File: src/design/i2cms_pkg.sv
// ----------------------------------------------------------------------------
// i2cms_pkg
// Shared types and constants of the I2C master transfer sequencer.
// ----------------------------------------------------------------------------
package i2cms_pkg;

    localparam int BUFFER_DEPTH_DEF = 16;

    // Kind of an input transaction.
    typedef logic [1:0] kind_t;
    localparam kind_t KIND_LOAD = 2'd0;
    localparam kind_t KIND_POST = 2'd1;
    localparam kind_t KIND_IRQ  = 2'd2;

    // Configuration register indexes.
    typedef logic cfg_index_t;
    localparam cfg_index_t CFG_SLAVE_ADDRESS = 1'b0;
    localparam cfg_index_t CFG_READ_COMMAND  = 1'b1;

    typedef enum logic [2:0] {
        PH_IDLE,
        PH_STARTED,
        PH_SEND,
        PH_RESTART,
        PH_READDR,
        PH_RECEIVE,
        PH_COLLECT,
        PH_STOP
    } phase_t;

    typedef enum logic [2:0] {
        ACT_NONE    = 3'd0,
        ACT_START   = 3'd1,
        ACT_WRITE   = 3'd2,
        ACT_RESTART = 3'd3,
        ACT_RCEN    = 3'd4,
        ACT_ACK     = 3'd5,
        ACT_STOP    = 3'd6
    } action_t;

    typedef struct packed {
        logic [6:0] slave_address;
        logic [7:0] read_command_id;
    } cfg_t;

    typedef struct packed {
        kind_t      kind;
        logic [7:0] load_byte;
        logic [3:0] load_index;
        logic [4:0] message_length;
        logic       start_seen;
        logic       buffer_full;
        logic       stop_seen;
        logic       ack_missing;
        logic [7:0] received_byte;
    } item_t;

    typedef struct packed {
        action_t    bus_action;
        logic [7:0] bus_byte;
        logic       rx_valid;
        logic [7:0] rx_data;
        logic       rx_done;
        logic [4:0] rx_count;
        logic       post_rejected;
        logic       aborted;
    } result_t;

endpackage

File: src/design/i2c_master_transfer_sequencer.sv
// ----------------------------------------------------------------------------
// i2c_master_transfer_sequencer
// Sequences an I2C master write with an optional read-back, one bus
// controller interrupt per step, from a buffered transmit message.
// ----------------------------------------------------------------------------
//
//  Channel  Direction  Handshake            Contents
//  s_       in         s_tvalid / s_tready  one event: byte load, post, interrupt
//  m_       out        m_tvalid / m_tready  one bus action and receive status
//  cfg_     in         cfg_wr_en            slave address, read command byte
//
// Every input transaction yields exactly one result transaction. An event is
// registered on acceptance, together with a read of the transmit memory at
// the current send position; the state machine then forms the result into
// the output register once that register is free or drains. A new event is
// taken every cycle as long as the output register drains. The staged event
// uses the synchronous memory read, with forwarding from the committing event.
// Reset is synchronous and active low; the transmit memory is not cleared.
// A stalled output holds the staged event, and the input then stalls too.
// ----------------------------------------------------------------------------
module i2c_master_transfer_sequencer
    import i2cms_pkg::*;
#(
    parameter int BUFFER_DEPTH = BUFFER_DEPTH_DEF
) (
    input  logic        aclk,
    input  logic        aresetn,

    input  logic        s_tvalid,
    output logic        s_tready,
    // [7:0] load_byte, [11:8] load_index, [16:12] message_length,
    // [17] start_seen, [18] buffer_full, [19] stop_seen, [20] ack_missing,
    // [28:21] received_byte, [31:29] zero
    input  logic [31:0] s_tdata,
    // [1:0] kind
    input  logic [1:0]  s_tuser,

    output logic        m_tvalid,
    input  logic        m_tready,
    // [7:0] bus_byte, [8] rx_valid, [16:9] rx_data, [17] rx_done,
    // [22:18] rx_count, [23] post_rejected, [24] aborted, [31:25] zero
    output logic [31:0] m_tdata,
    // [2:0] bus_action
    output logic [2:0]  m_tuser,

    input  logic        cfg_wr_en,
    input  logic        cfg_addr,
    input  logic [7:0]  cfg_wdata
);

    localparam int AW = (BUFFER_DEPTH > 1) ? $clog2(BUFFER_DEPTH) : 1;

    cfg_t        cfg_reg, cfg_next;
    logic        a_valid_reg, a_valid_next;
    item_t       a_item_reg;
    item_t       s_item;
    logic        m_tvalid_reg, m_tvalid_next;
    result_t     m_result_reg;
    result_t     result;

    logic        a_fire;
    logic        s_fire;
    logic [AW-1:0] rd_addr;
    logic        wr_en;
    logic [AW-1:0] wr_addr;
    logic [7:0]  wr_data;
    logic [7:0]  store_data;

    // Unpack the incoming transaction.
    always_comb begin
        s_item.kind           = s_tuser;
        s_item.load_byte      = s_tdata[7:0];
        s_item.load_index     = s_tdata[11:8];
        s_item.message_length = s_tdata[16:12];
        s_item.start_seen     = s_tdata[17];
        s_item.buffer_full    = s_tdata[18];
        s_item.stop_seen      = s_tdata[19];
        s_item.ack_missing    = s_tdata[20];
        s_item.received_byte  = s_tdata[28:21];
    end

    // The staged event commits when the output register is free or drains
    // in the same cycle; the input side refills the stage at that edge.
    assign a_fire   = a_valid_reg && (!m_tvalid_reg || m_tready);
    assign s_tready = !a_valid_reg || a_fire;
    assign s_fire   = s_tvalid && s_tready;

    always_comb begin
        a_valid_next = a_valid_reg;
        if (s_fire) begin
            a_valid_next = 1'b1;
        end else if (a_fire) begin
            a_valid_next = 1'b0;
        end
    end

    always_comb begin
        m_tvalid_next = m_tvalid_reg;
        if (a_fire) begin
            m_tvalid_next = 1'b1;
        end else if (m_tready) begin
            m_tvalid_next = 1'b0;
        end
    end

    // Configuration decode; the user must write only while the block is idle (not enforced here).
    always_comb begin
        cfg_next = cfg_reg;
        if (cfg_wr_en) begin
            unique case (cfg_addr)
                CFG_SLAVE_ADDRESS: cfg_next.slave_address   = cfg_wdata[6:0];
                CFG_READ_COMMAND:  cfg_next.read_command_id = cfg_wdata;
                default: begin
                end
            endcase
        end
    end

    always_ff @(posedge aclk) begin
        if (!aresetn) begin
            a_valid_reg  <= 1'b0;
            m_tvalid_reg <= 1'b0;
            cfg_reg      <= '0;
        end else begin
            a_valid_reg  <= a_valid_next;
            m_tvalid_reg <= m_tvalid_next;
            cfg_reg      <= cfg_next;
        end
    end

    always_ff @(posedge aclk) begin
        if (s_fire) begin
            a_item_reg <= s_item;
        end
        if (a_fire) begin
            m_result_reg <= result;
        end
    end

    i2cms_tx_store #(
        .DEPTH (BUFFER_DEPTH),
        .AW    (AW)
    ) u_tx_store (
        .aclk    (aclk),
        .wr_en   (wr_en),
        .wr_addr (wr_addr),
        .wr_data (wr_data),
        .rd_en   (s_fire),
        .rd_addr (rd_addr),
        .rd_data (store_data)
    );

    i2cms_ctrl #(
        .DEPTH (BUFFER_DEPTH),
        .AW    (AW)
    ) u_ctrl (
        .aclk       (aclk),
        .aresetn    (aresetn),
        .commit     (a_fire),
        .item       (a_item_reg),
        .cfg        (cfg_reg),
        .store_data (store_data),
        .rd_addr    (rd_addr),
        .wr_en      (wr_en),
        .wr_addr    (wr_addr),
        .wr_data    (wr_data),
        .result     (result)
    );

    assign m_tvalid = m_tvalid_reg;
    assign m_tuser  = m_result_reg.bus_action;
    assign m_tdata  = {7'd0,
                       m_result_reg.aborted,
                       m_result_reg.post_rejected,
                       m_result_reg.rx_count,
                       m_result_reg.rx_done,
                       m_result_reg.rx_data,
                       m_result_reg.rx_valid,
                       m_result_reg.bus_byte};

endmodule

File: src/design/i2cms_tx_store.sv
// ----------------------------------------------------------------------------
// i2cms_tx_store
// Transmit byte memory: one write port, one registered read port, with
// forwarding of a write that lands on the address read in the same cycle.
// ----------------------------------------------------------------------------
module i2cms_tx_store
    import i2cms_pkg::*;
#(
    parameter int DEPTH = BUFFER_DEPTH_DEF,
    parameter int AW    = (DEPTH > 1) ? $clog2(DEPTH) : 1
) (
    input  logic          aclk,
    input  logic          wr_en,
    input  logic [AW-1:0] wr_addr,
    input  logic [7:0]    wr_data,
    input  logic          rd_en,
    input  logic [AW-1:0] rd_addr,
    output logic [7:0]    rd_data
);

    logic [7:0] mem [DEPTH];
    logic [7:0] rd_q_reg;
    logic       fwd_hit_reg;
    logic [7:0] fwd_data_reg;

    always_ff @(posedge aclk) begin
        if (wr_en) begin
            mem[wr_addr] <= wr_data;
        end
    end

    // The array reads the old contents on a collision, so the new byte is
    // kept aside and selected instead.
    always_ff @(posedge aclk) begin
        if (rd_en) begin
            rd_q_reg     <= mem[rd_addr];
            fwd_hit_reg  <= wr_en && (wr_addr == rd_addr);
            fwd_data_reg <= wr_data;
        end
    end

    assign rd_data = fwd_hit_reg ? fwd_data_reg : rd_q_reg;

endmodule

File: src/design/i2cms_ctrl.sv
// ----------------------------------------------------------------------------
// i2cms_ctrl
// Transfer state machine: decodes one transaction, forms its result and
// updates the phase, counters and store write when the transaction commits.
// ----------------------------------------------------------------------------
module i2cms_ctrl
    import i2cms_pkg::*;
#(
    parameter int DEPTH = BUFFER_DEPTH_DEF,
    parameter int AW    = (DEPTH > 1) ? $clog2(DEPTH) : 1
) (
    input  logic          aclk,
    input  logic          aresetn,
    input  logic          commit,
    input  item_t         item,
    input  cfg_t          cfg,
    input  logic [7:0]    store_data,
    output logic [AW-1:0] rd_addr,
    output logic          wr_en,
    output logic [AW-1:0] wr_addr,
    output logic [7:0]    wr_data,
    output result_t       result
);

    localparam int CW = $clog2(DEPTH + 1);
    localparam int MW = (CW > 5) ? CW : 5;
    localparam int IW = (AW > 4) ? AW : 4;
    localparam logic [CW-1:0] DEPTH_C = CW'(DEPTH);

    phase_t          phase_reg, phase_next;
    logic [CW-1:0]   tx_length_reg, tx_length_next;
    logic [CW-1:0]   tx_position_reg, tx_position_next;
    logic [CW-1:0]   rx_position_reg, rx_position_next;
    logic            pending_reg, pending_next;
    logic [7:0]      first_byte_reg;

    logic [CW-1:0]   tx_pos_inc;
    logic [CW-1:0]   rx_pos_inc;
    logic [MW-1:0]   rx_pos_ext;
    logic [MW-1:0]   mlen_ext;
    logic [CW-1:0]   mlen_sat;
    logic [IW-1:0]   lidx_ext;
    logic            load_ok;
    logic            start_bad;
    logic            send_last;
    logic            read_back;
    logic            rx_last;
    logic [7:0]      send_byte;

    assign tx_pos_inc = tx_position_reg + 1'b1;
    assign rx_pos_inc = rx_position_reg + 1'b1;
    assign rx_pos_ext = MW'(rx_pos_inc);
    assign mlen_ext   = MW'(item.message_length);
    assign lidx_ext   = IW'(item.load_index);
    assign load_ok    = 32'(item.load_index) < 32'(DEPTH);
    assign start_bad  = !item.start_seen || item.buffer_full;
    assign send_last  = tx_pos_inc >= tx_length_reg;
    assign read_back  = first_byte_reg == cfg.read_command_id;
    assign rx_last    = (rx_pos_inc >= DEPTH_C) || item.stop_seen;
    assign send_byte  = (tx_position_reg < DEPTH_C) ? store_data : 8'd0;

    always_comb begin
        if (mlen_ext == '0) begin
            mlen_sat = CW'(1);
        end else if (mlen_ext > MW'(DEPTH)) begin
            mlen_sat = DEPTH_C;
        end else begin
            mlen_sat = mlen_ext[CW-1:0];
        end
    end

    // Next phase.
    always_comb begin
        phase_next = phase_reg;
        if (item.kind == KIND_IRQ) begin
            unique case (phase_reg)
                PH_IDLE: begin
                    if (pending_reg) begin
                        phase_next = PH_STARTED;
                    end
                end
                PH_STARTED: begin
                    phase_next = start_bad ? PH_IDLE : PH_SEND;
                end
                PH_SEND: begin
                    if (!item.buffer_full && send_last) begin
                        phase_next = read_back ? PH_RESTART : PH_STOP;
                    end
                end
                PH_RESTART: begin
                    phase_next = PH_READDR;
                end
                PH_READDR: begin
                    phase_next = start_bad ? PH_IDLE : PH_RECEIVE;
                end
                PH_RECEIVE: begin
                    phase_next = item.ack_missing ? PH_IDLE : PH_COLLECT;
                end
                PH_COLLECT: begin
                    if (item.buffer_full) begin
                        phase_next = rx_last ? PH_IDLE : PH_RECEIVE;
                    end
                end
                PH_STOP: begin
                    phase_next = PH_IDLE;
                end
                default: begin
                    phase_next = PH_IDLE;
                end
            endcase
        end
    end

    // Result and counter updates.
    always_comb begin
        result           = '0;
        result.bus_action = ACT_NONE;
        tx_length_next   = tx_length_reg;
        tx_position_next = tx_position_reg;
        rx_position_next = rx_position_reg;
        pending_next     = pending_reg;
        unique case (item.kind)
            KIND_LOAD: begin
            end
            KIND_POST: begin
                if (pending_reg) begin
                    result.post_rejected = 1'b1;
                end else begin
                    tx_length_next = mlen_sat;
                    pending_next   = 1'b1;
                end
            end
            KIND_IRQ: begin
                unique case (phase_reg)
                    PH_IDLE: begin
                        if (pending_reg) begin
                            pending_next      = 1'b0;
                            tx_position_next  = '0;
                            rx_position_next  = '0;
                            result.bus_action = ACT_START;
                        end
                    end
                    PH_STARTED: begin
                        if (start_bad) begin
                            result.aborted = 1'b1;
                        end else begin
                            result.bus_action = ACT_WRITE;
                            result.bus_byte   = {cfg.slave_address, 1'b0};
                            tx_position_next  = '0;
                        end
                    end
                    PH_SEND: begin
                        if (!item.buffer_full) begin
                            result.bus_action = ACT_WRITE;
                            result.bus_byte   = send_byte;
                            tx_position_next  = tx_pos_inc;
                            if (send_last && read_back) begin
                                rx_position_next = '0;
                            end
                        end
                    end
                    PH_RESTART: begin
                        result.bus_action = ACT_RESTART;
                    end
                    PH_READDR: begin
                        if (start_bad) begin
                            result.aborted = 1'b1;
                        end else begin
                            result.bus_action = ACT_WRITE;
                            result.bus_byte   = {cfg.slave_address, 1'b1};
                        end
                    end
                    PH_RECEIVE: begin
                        result.bus_action = item.ack_missing ? ACT_STOP : ACT_RCEN;
                    end
                    PH_COLLECT: begin
                        if (item.buffer_full) begin
                            result.rx_valid  = 1'b1;
                            result.rx_data   = item.received_byte;
                            rx_position_next = rx_pos_inc;
                            if (rx_last) begin
                                result.rx_done    = 1'b1;
                                result.rx_count   = rx_pos_ext[4:0];
                                result.bus_action = ACT_STOP;
                            end else begin
                                result.bus_action = ACT_ACK;
                            end
                        end
                    end
                    PH_STOP: begin
                        result.bus_action = ACT_STOP;
                    end
                    default: begin
                        result.bus_action = ACT_STOP;
                    end
                endcase
            end
            default: begin
            end
        endcase
    end

    // A byte load goes to the memory when it commits; entry zero is also
    // mirrored here for the read-back decision.
    assign wr_en   = commit && (item.kind == KIND_LOAD) && load_ok;
    assign wr_addr = lidx_ext[AW-1:0];
    assign wr_data = item.load_byte;

    // The next transaction reads the position that this one leaves behind.
    assign rd_addr = commit ? tx_position_next[AW-1:0] : tx_position_reg[AW-1:0];

    always_ff @(posedge aclk) begin
        if (!aresetn) begin
            phase_reg       <= PH_IDLE;
            tx_length_reg   <= '0;
            tx_position_reg <= '0;
            rx_position_reg <= '0;
            pending_reg     <= 1'b0;
        end else if (commit) begin
            phase_reg       <= phase_next;
            tx_length_reg   <= tx_length_next;
            tx_position_reg <= tx_position_next;
            rx_position_reg <= rx_position_next;
            pending_reg     <= pending_next;
        end
    end

    always_ff @(posedge aclk) begin
        if (wr_en && (lidx_ext == '0)) begin
            first_byte_reg <= item.load_byte;
        end
    end

endmodule

File: config.mk
export PLATFORM = sky130hd
export DESIGN_NAME = i2c_master_transfer_sequencer
export DESIGN_NICKNAME = d
export VERILOG_FILES = /design/src/design/i2cms_pkg.sv /design/src/design/i2c_master_transfer_sequencer.sv /design/src/design/i2cms_tx_store.sv /design/src/design/i2cms_ctrl.sv
export SDC_FILE = /design/constraint.sdc
export NUM_CORES = 1
export LEC_CHECK = 0
export ABC_AREA = 0
export BUFFER_PORTS_ARGS = -buffer_cell sky130_fd_sc_hd__clkbuf_2
export CORE_MARGIN = 8
export CORE_UTILIZATION = 60
export CTS_CLUSTER_DIAMETER = 80
export DETAILED_ROUTE_END_ITERATION = 6
export GPL_TIMING_DRIVEN = 0
export PLACE_DENSITY = 0.82
export SLEW_MARGIN = 20
export SYNTH_ARGS = -nofsm -noshare
export SYNTH_HDL_FRONTEND = slang
export SYNTH_SLANG_ARGS = --single-unit
File: constraint.sdc
create_clock -name aclk -period 4.09 [get_ports aclk]
set_clock_uncertainty 0.05 [all_clocks]
set_input_delay 0.2045 -clock aclk [delete_from_list [all_inputs] [get_ports aclk]]
set_output_delay 0.2045 -clock aclk [all_outputs]
set_load 0.05 [all_outputs]
==> qor.yml, run 1 <==
run_status:
  outcome: "finished, final reports clean"
die:
  core_area_um2: 15800
  fp.dieW_um: 143
  rows: 46
  io_pins: 85
  initial_core_util_pct: 61.4
  dieArea_um2: 20500
  die_y_um: 143
pwr:
  fin_total_pwr_mw: 5.28
  vdd_drop_max_mv: 0.447
  power_density_nw_per_um2: 453
  p_leak_nw: 4.08
synthesis:
  synth.avg_cell_area_um2: 15.5
  synth-async-reset-ratio_pct: 0
  synthFlopType: "edfxtp_1"
  synth_top_area_cell: "edfxtp_1"
  ys_types: 54
  ys_seq_elements: 240
  synth-edff-count: 204
  ys_warn_count: 0
  syn_inst: 625
  post-synth-top-area-fraction_pct: 63.1
  synth.top_cells.by_area: "edfxtp_1 (63%), dfxtp_1 (7.4%), mux4_2 (7.4%)"
  seq_area_frac_synth_pct: 70.5
  synth_area_um2: 9710
cts:
  cts_buffer_depth: 3
  cts_root_buf: "clkbuf_16"
  worst_skew_pair.late_latency_ns: 0.51
  cts_resized: 0
  cts_sinks: 240
  cts_buffers: 24
  cts_tree: "built"
  clkSlewWorstSetupHoldPaths_ns: 0.06
  postCtsSetupBuffers: 0
  cts_htree_levels: 1
final_layout:
  multi_input_comb_area_um2: 2680
  area_growth_pct: 20.0
  antennaDiodeCount: 0
  num-nets-final: 827
  finalCoreUtilization_pct: 73.6
  fin_area_um2: 11700
  fin_cells: 1006
  largest_reg_flops: 121
  drive_gt1_share_pct: 22.2
  regArea_um2: 6850
  fillerInstances: 953
grt:
  gr-usage-met3_pct: 3.37
  grt-busiest-layer: "met2"
  gr-usage-met2_pct: 35.8
  grt_pass1_wl_um: 31800
  grt_use_met1_pct: 24.7
  grt_usage_pct: 20.2
  antenna_found_initial: 0
  grt_max_degree: 31
  grt_pass1_vias: 6035
  grt.overflow.total: 0
setup_path:
  rr_worst_depth: 8
  critPathKind: "reg -> reg"
  setup.worst_path.start_class: "flip-flop"
  cp_data_required_time_ns: 4.29
  worstPathArrival_ns: 3.33
  cp-end-kind: "flip-flop"
  worstPathMaxFanout: 10
  regToRegSetupSlack_ns: 0.96
timing:
  fin_hold_ws_ns: 0.0941
  clock.fmax_mhz: 319
  final.setup.tns_ns: 0
  period_needed_ns: 3.13
  setup_viol: 0
  tightest_slew_ns: 0.988
  hold_viol_final: 0
  period_share_pct: 76.5
  rsz0062_at_grt: "no"
  slew_headroom_pct: 33.1
  slew_viol_final: 0
  layout_setup_ws_ns: 0.959
detailed_routing:
  drc: 0
  route.final.wire_length_um: 20400
  drtAntennaViolNets: 0
  drtIter0Drc: 595
  routed_via_density: 5.83
  wl_per_cell_um: 20.3
  drtPass1Iterations: 5
  vias: 5870
place:
  port_buffers: 72
  routabilityCongestion: 0.859
  dp_cells: 920
  pre_cts_slack_ns: 0.969
  place_area_um2: 10400
  dp_hpwl_um: 13500
worst_hold_path:
  min-delay-path-class: "in -> reg"
  whs_path_depth: 3
run:
  drv_cap: 0
[synth_stat cells (all sizes together) (2+ instances only)]
| master | count |
|---|---|
| nor4 | 5 |
| dfxtp | 36 |
| xor2 | 10 |
| edfxtp | 204 |
| nand3 | 17 |
| o22ai | 16 |
| mux2 | 9 |
| nor3 | 10 |
| o211ai | 3 |
| o31ai | 3 |
| inv | 10 |
| nand2 | 36 |
| clkbuf | 15 |
| o2111ai | 2 |
| and3 | 11 |
| xnor2 | 7 |
| ha | 7 |
| nor2 | 47 |
| and2 | 6 |
| nor2b | 22 |
| nand3b | 2 |
| o21a | 3 |
| a31oi | 3 |
| a21oi | 13 |
| nand2b | 12 |
| mux4 | 32 |
| or2 | 2 |
| mux2i | 10 |
| buf | 21 |
| nor3b | 3 |
| a21boi | 9 |
| o21ai | 10 |
| a22o | 2 |
| a22oi | 11 |
| a211o | 2 |
[metal layers]
layer  vias up  wire, um
met5         -         0
met4         0       538
met3        46      1520
met2       255     10300
met1      2891      8040
li1       2678         -
[cell families (layout without fill, tap and decap cells)]
logic type | after synthesis | in the layout | synth area share (%)
multiplexers | 51 | 51 | 9.50
AO/OA/AOI/OAI | 85 | 85 | 5.93
adder cells (fa/ha/maj) | 7 | 7 | 0.902
flip-flops | 240 | 240 | 70.5
other | 1 | 7 | 0.0386
AND/OR/NAND/NOR | 178 | 178 | 9.21
XOR/XNOR | 17 | 17 | 1.53
buffers and inverters | 46 | 205 | 2.38
[power by group]
part | internal, mW | total (mW) | switching, mW
logic | 0.0956 | 0.252 | 0.157
clock network | 1.40 | 2.28 | 0.875
registers | 2.71 | 2.75 | 0.0446
total | 4.21 | 5.28 | 1.08
[worst paths after layout]
check	startpoint	endpoint
worst max-delay path	a_item_reg[29]	u_tx_store.rd_q_reg[5]
worst min-delay path	cfg_addr	cfg_reg[3]
worst max register to register	a_item_reg[29]	u_tx_store.rd_q_reg[5]
worst min register to register	cfg_reg[5]	cfg_reg[5]
[cells in the final DEF (no fill, tap or decap), types with 11 or more instances in the layout]
cell,instances
dfxtp_1,36
nand3_1,16
mux4_2,32
o22ai_1,16
a21oi_1,13
nor2b_1,22
edfxtp_1,204
nand2_1,36
a22oi_1,11
clkbuf_16,25
nor2_1,47
clkbuf_2,72
and3_1,11
clkbuf_1,21
nand2b_1,12
dlygate4sd3_1,42
[worst max-delay path: stages, from the launching register on]
cell      delay (ns)
edfxtp_1        0.45
and2b_2         0.30
nand3_2         0.13
a211o_1         0.38
mux2_2          0.40
clkbuf_1        0.35
mux4_2          0.41
o22ai_1         0.30
nor2_1          0.09
[what timing repair did]
item,in CTS,in global routing
endpoints found under the hold margin,49,0
setup endpoints to repair,0,0
hold buffers,42,0
[layout make-up]
type / instances / share of cell area [%]
plain buffers: 36 / 1.66
well taps: 216 / 2.32
clock inverters: 11 / 1.31
clock buffers: 33 / 5.80
repair buffers: 115 / 6.87
multi-input cells: 345 / 23.0
flip-flops and latches: 240 / 58.8
inverters: 10 / 0.322
Note: power is estimated with default switching activity, not from simulation.
==> run 2: changes to the inputs <==
- CORE_UTILIZATION: 60 -> 59
- PLACE_DENSITY: 0.82 -> 0.81
- clock period: 4.09 -> 2.89 ns (I/O delays scaled with it)
==> qor.yml, run 2 (same netlist as run 1, synthesis figures left out) <==
run_status:
  outcome: "finished, final reports clean"
timing:
  slew_headroom_pct: 33.6
  hold_viol_final: 0
  clock.fmax_mhz: 353
  layout_setup_ws_ns: 0.0592
  setup_viol: 0
  tightest_slew_ns: 0.980
  slew_viol_final: 0
  period_needed_ns: 2.83
  period_share_pct: 98.0
place:
  port_buffers: 72
  pre_cts_slack_ns: -0.264
  place_area_um2: 10400
  dp_hpwl_um: 13800
  routabilityCongestion: 0.875
setup_path:
  worstPathMaxFanout: 10
  rr_worst_depth: 9
  critPathKind: "reg -> reg"
  regToRegSetupSlack_ns: 0.06
  startpoint: "a_item_reg[10]"
  cp-end-kind: "flip-flop"
  r2r-start: "a_item_reg[10]"
  worstPathArrival_ns: 3.03
  cp-endpoint: "u_tx_store.rd_q_reg[2]"
  setup.worst_path.start_class: "flip-flop"
  r2r_end: "u_tx_store.rd_q_reg[2]"
  cp_data_required_time_ns: 3.09
die:
  fp.dieW_um: 144
  io_pins: 85
  die_y_um: 144
  initial_core_util_pct: 59.4
  core_area_um2: 16300
  rows: 47
  dieArea_um2: 20800
detailed_routing:
  drtIter0Drc: 507
  drtAntennaViolNets: 0
  route.final.wire_length_um: 20600
  routed_via_density: 5.73
  drc: 0
  wl_met2_um: 10500
  drtPass1Iterations: 6
  wl_met1_um: 8150
  wl_per_cell_um: 20.3
  vias: 5812
  dr.max_layer_used: "met4"
  wl_met3_um: 1370
pwr:
  vdd_drop_max_mv: 0.529
  p_leak_nw: 4.08
  power_density_nw_per_um2: 607
cts:
  clkSlewWorstSetupHoldPaths_ns: 0.06
  cts_tree: "built"
  cts_buffers: 24
  worst_skew_pair.late_latency_ns: 0.52
  cts_sinks: 240
  cts_htree_levels: 1
  cts_root_buf: "clkbuf_16"
  cts_buffer_depth: 3
grt:
  grt.overflow.total: 0
  grt_max_degree: 29
  antenna_found_initial: 0
  grt_pass1_wl_um: 31800
  grt_usage_pct: 20.1
  grt_pass1_vias: 5970
worst_hold_path:
  min-delay-path-class: "in -> reg"
final_layout:
  drive_gt1_share_pct: 23.9
  area_growth_pct: 20.2
  final_common_cell: "edfxtp_1"
  finalCoreUtilization_pct: 71.4
  antennaDiodeCount: 0
  multi_input_comb_area_um2: 2730
  num-nets-final: 833
  fillerInstances: 1026
  layout_common_cells: "edfxtp_1 (204), clkbuf_2 (74), nor2_1 (45)"
  regArea_um2: 6850
  largest_reg_flops: 121
  fin_area_um2: 11700
run:
  drv_cap: 0
run 2: worst min-delay path by stage:
stage                start        endpoint  cells after the start
4_1_cts           cfg_addr      cfg_reg[5]                      3
6_report          cfg_addr      cfg_reg[5]                      3
3_3_place_gp    s_tdata[7]  a_item_reg[28]                      1
5_1_grt           cfg_addr      cfg_reg[3]                      3
3_5_place_dp   s_tdata[13]  a_item_reg[13]                      1
2_1_floorplan  s_tdata[21]   a_item_reg[0]                      0
run 2: final cells by class:
type | count | share of cell area (%)
Inverter | 10 | 0.322
Clock inverter | 10 | 0.504
Buffer | 36 | 1.69
Timing Repair Buffer | 121 | 7.50
Clock buffer | 33 | 5.61
Sequential cell | 240 | 58.7
Multi-Input combinational cell | 345 | 23.3
Tap cell | 220 | 2.36
run 2: per-stage QoR:
stage,power [mW],std cells,hold slack [ns],setup TNS (ns)
floorplan,4.15,631,0.193,0
global placement,4.25,923,0.272,-2.22
detailed placement,4.28,925,0.273,-5.60
CTS,7.12,1012,0.0465,0
global route,7.28,1015,0.0956,-0.00913
finish,7.09,1015,0.0574,0
run 2: what timing repair did:
action                                 4_1_cts  5_1_grt
setup buffers                                1        3
setup endpoints to repair                   45      120
endpoints found under the hold margin       49        0
resized for setup                            9        8
pin swaps                                    1        0
hold buffers                                43        0
run 2: critical path, stage by stage (launching register included):
cell      delay, ns
edfxtp_1       0.48
nor2b_2        0.22
a21oi_1        0.07
a211o_4        0.37
a22o_1         0.25
buf_6          0.15
buf_6          0.17
mux4_2         0.49
o22ai_4        0.22
nor2_1         0.09
run 2: layer usage:
metal,vias up,GRT usage (%)
met2,231,35.7
met1,2849,24.5
li1,2687,-
met3,45,3.60
met5,-,0
met4,0,6.19
run 2: power breakdown:
group          internal [mW]  switching, mW  total, mW
Clock                   1.58           1.24       2.82
Combinational          0.146          0.227      0.373
Sequential              3.83         0.0630       3.89
Total                   5.56           1.53       7.09
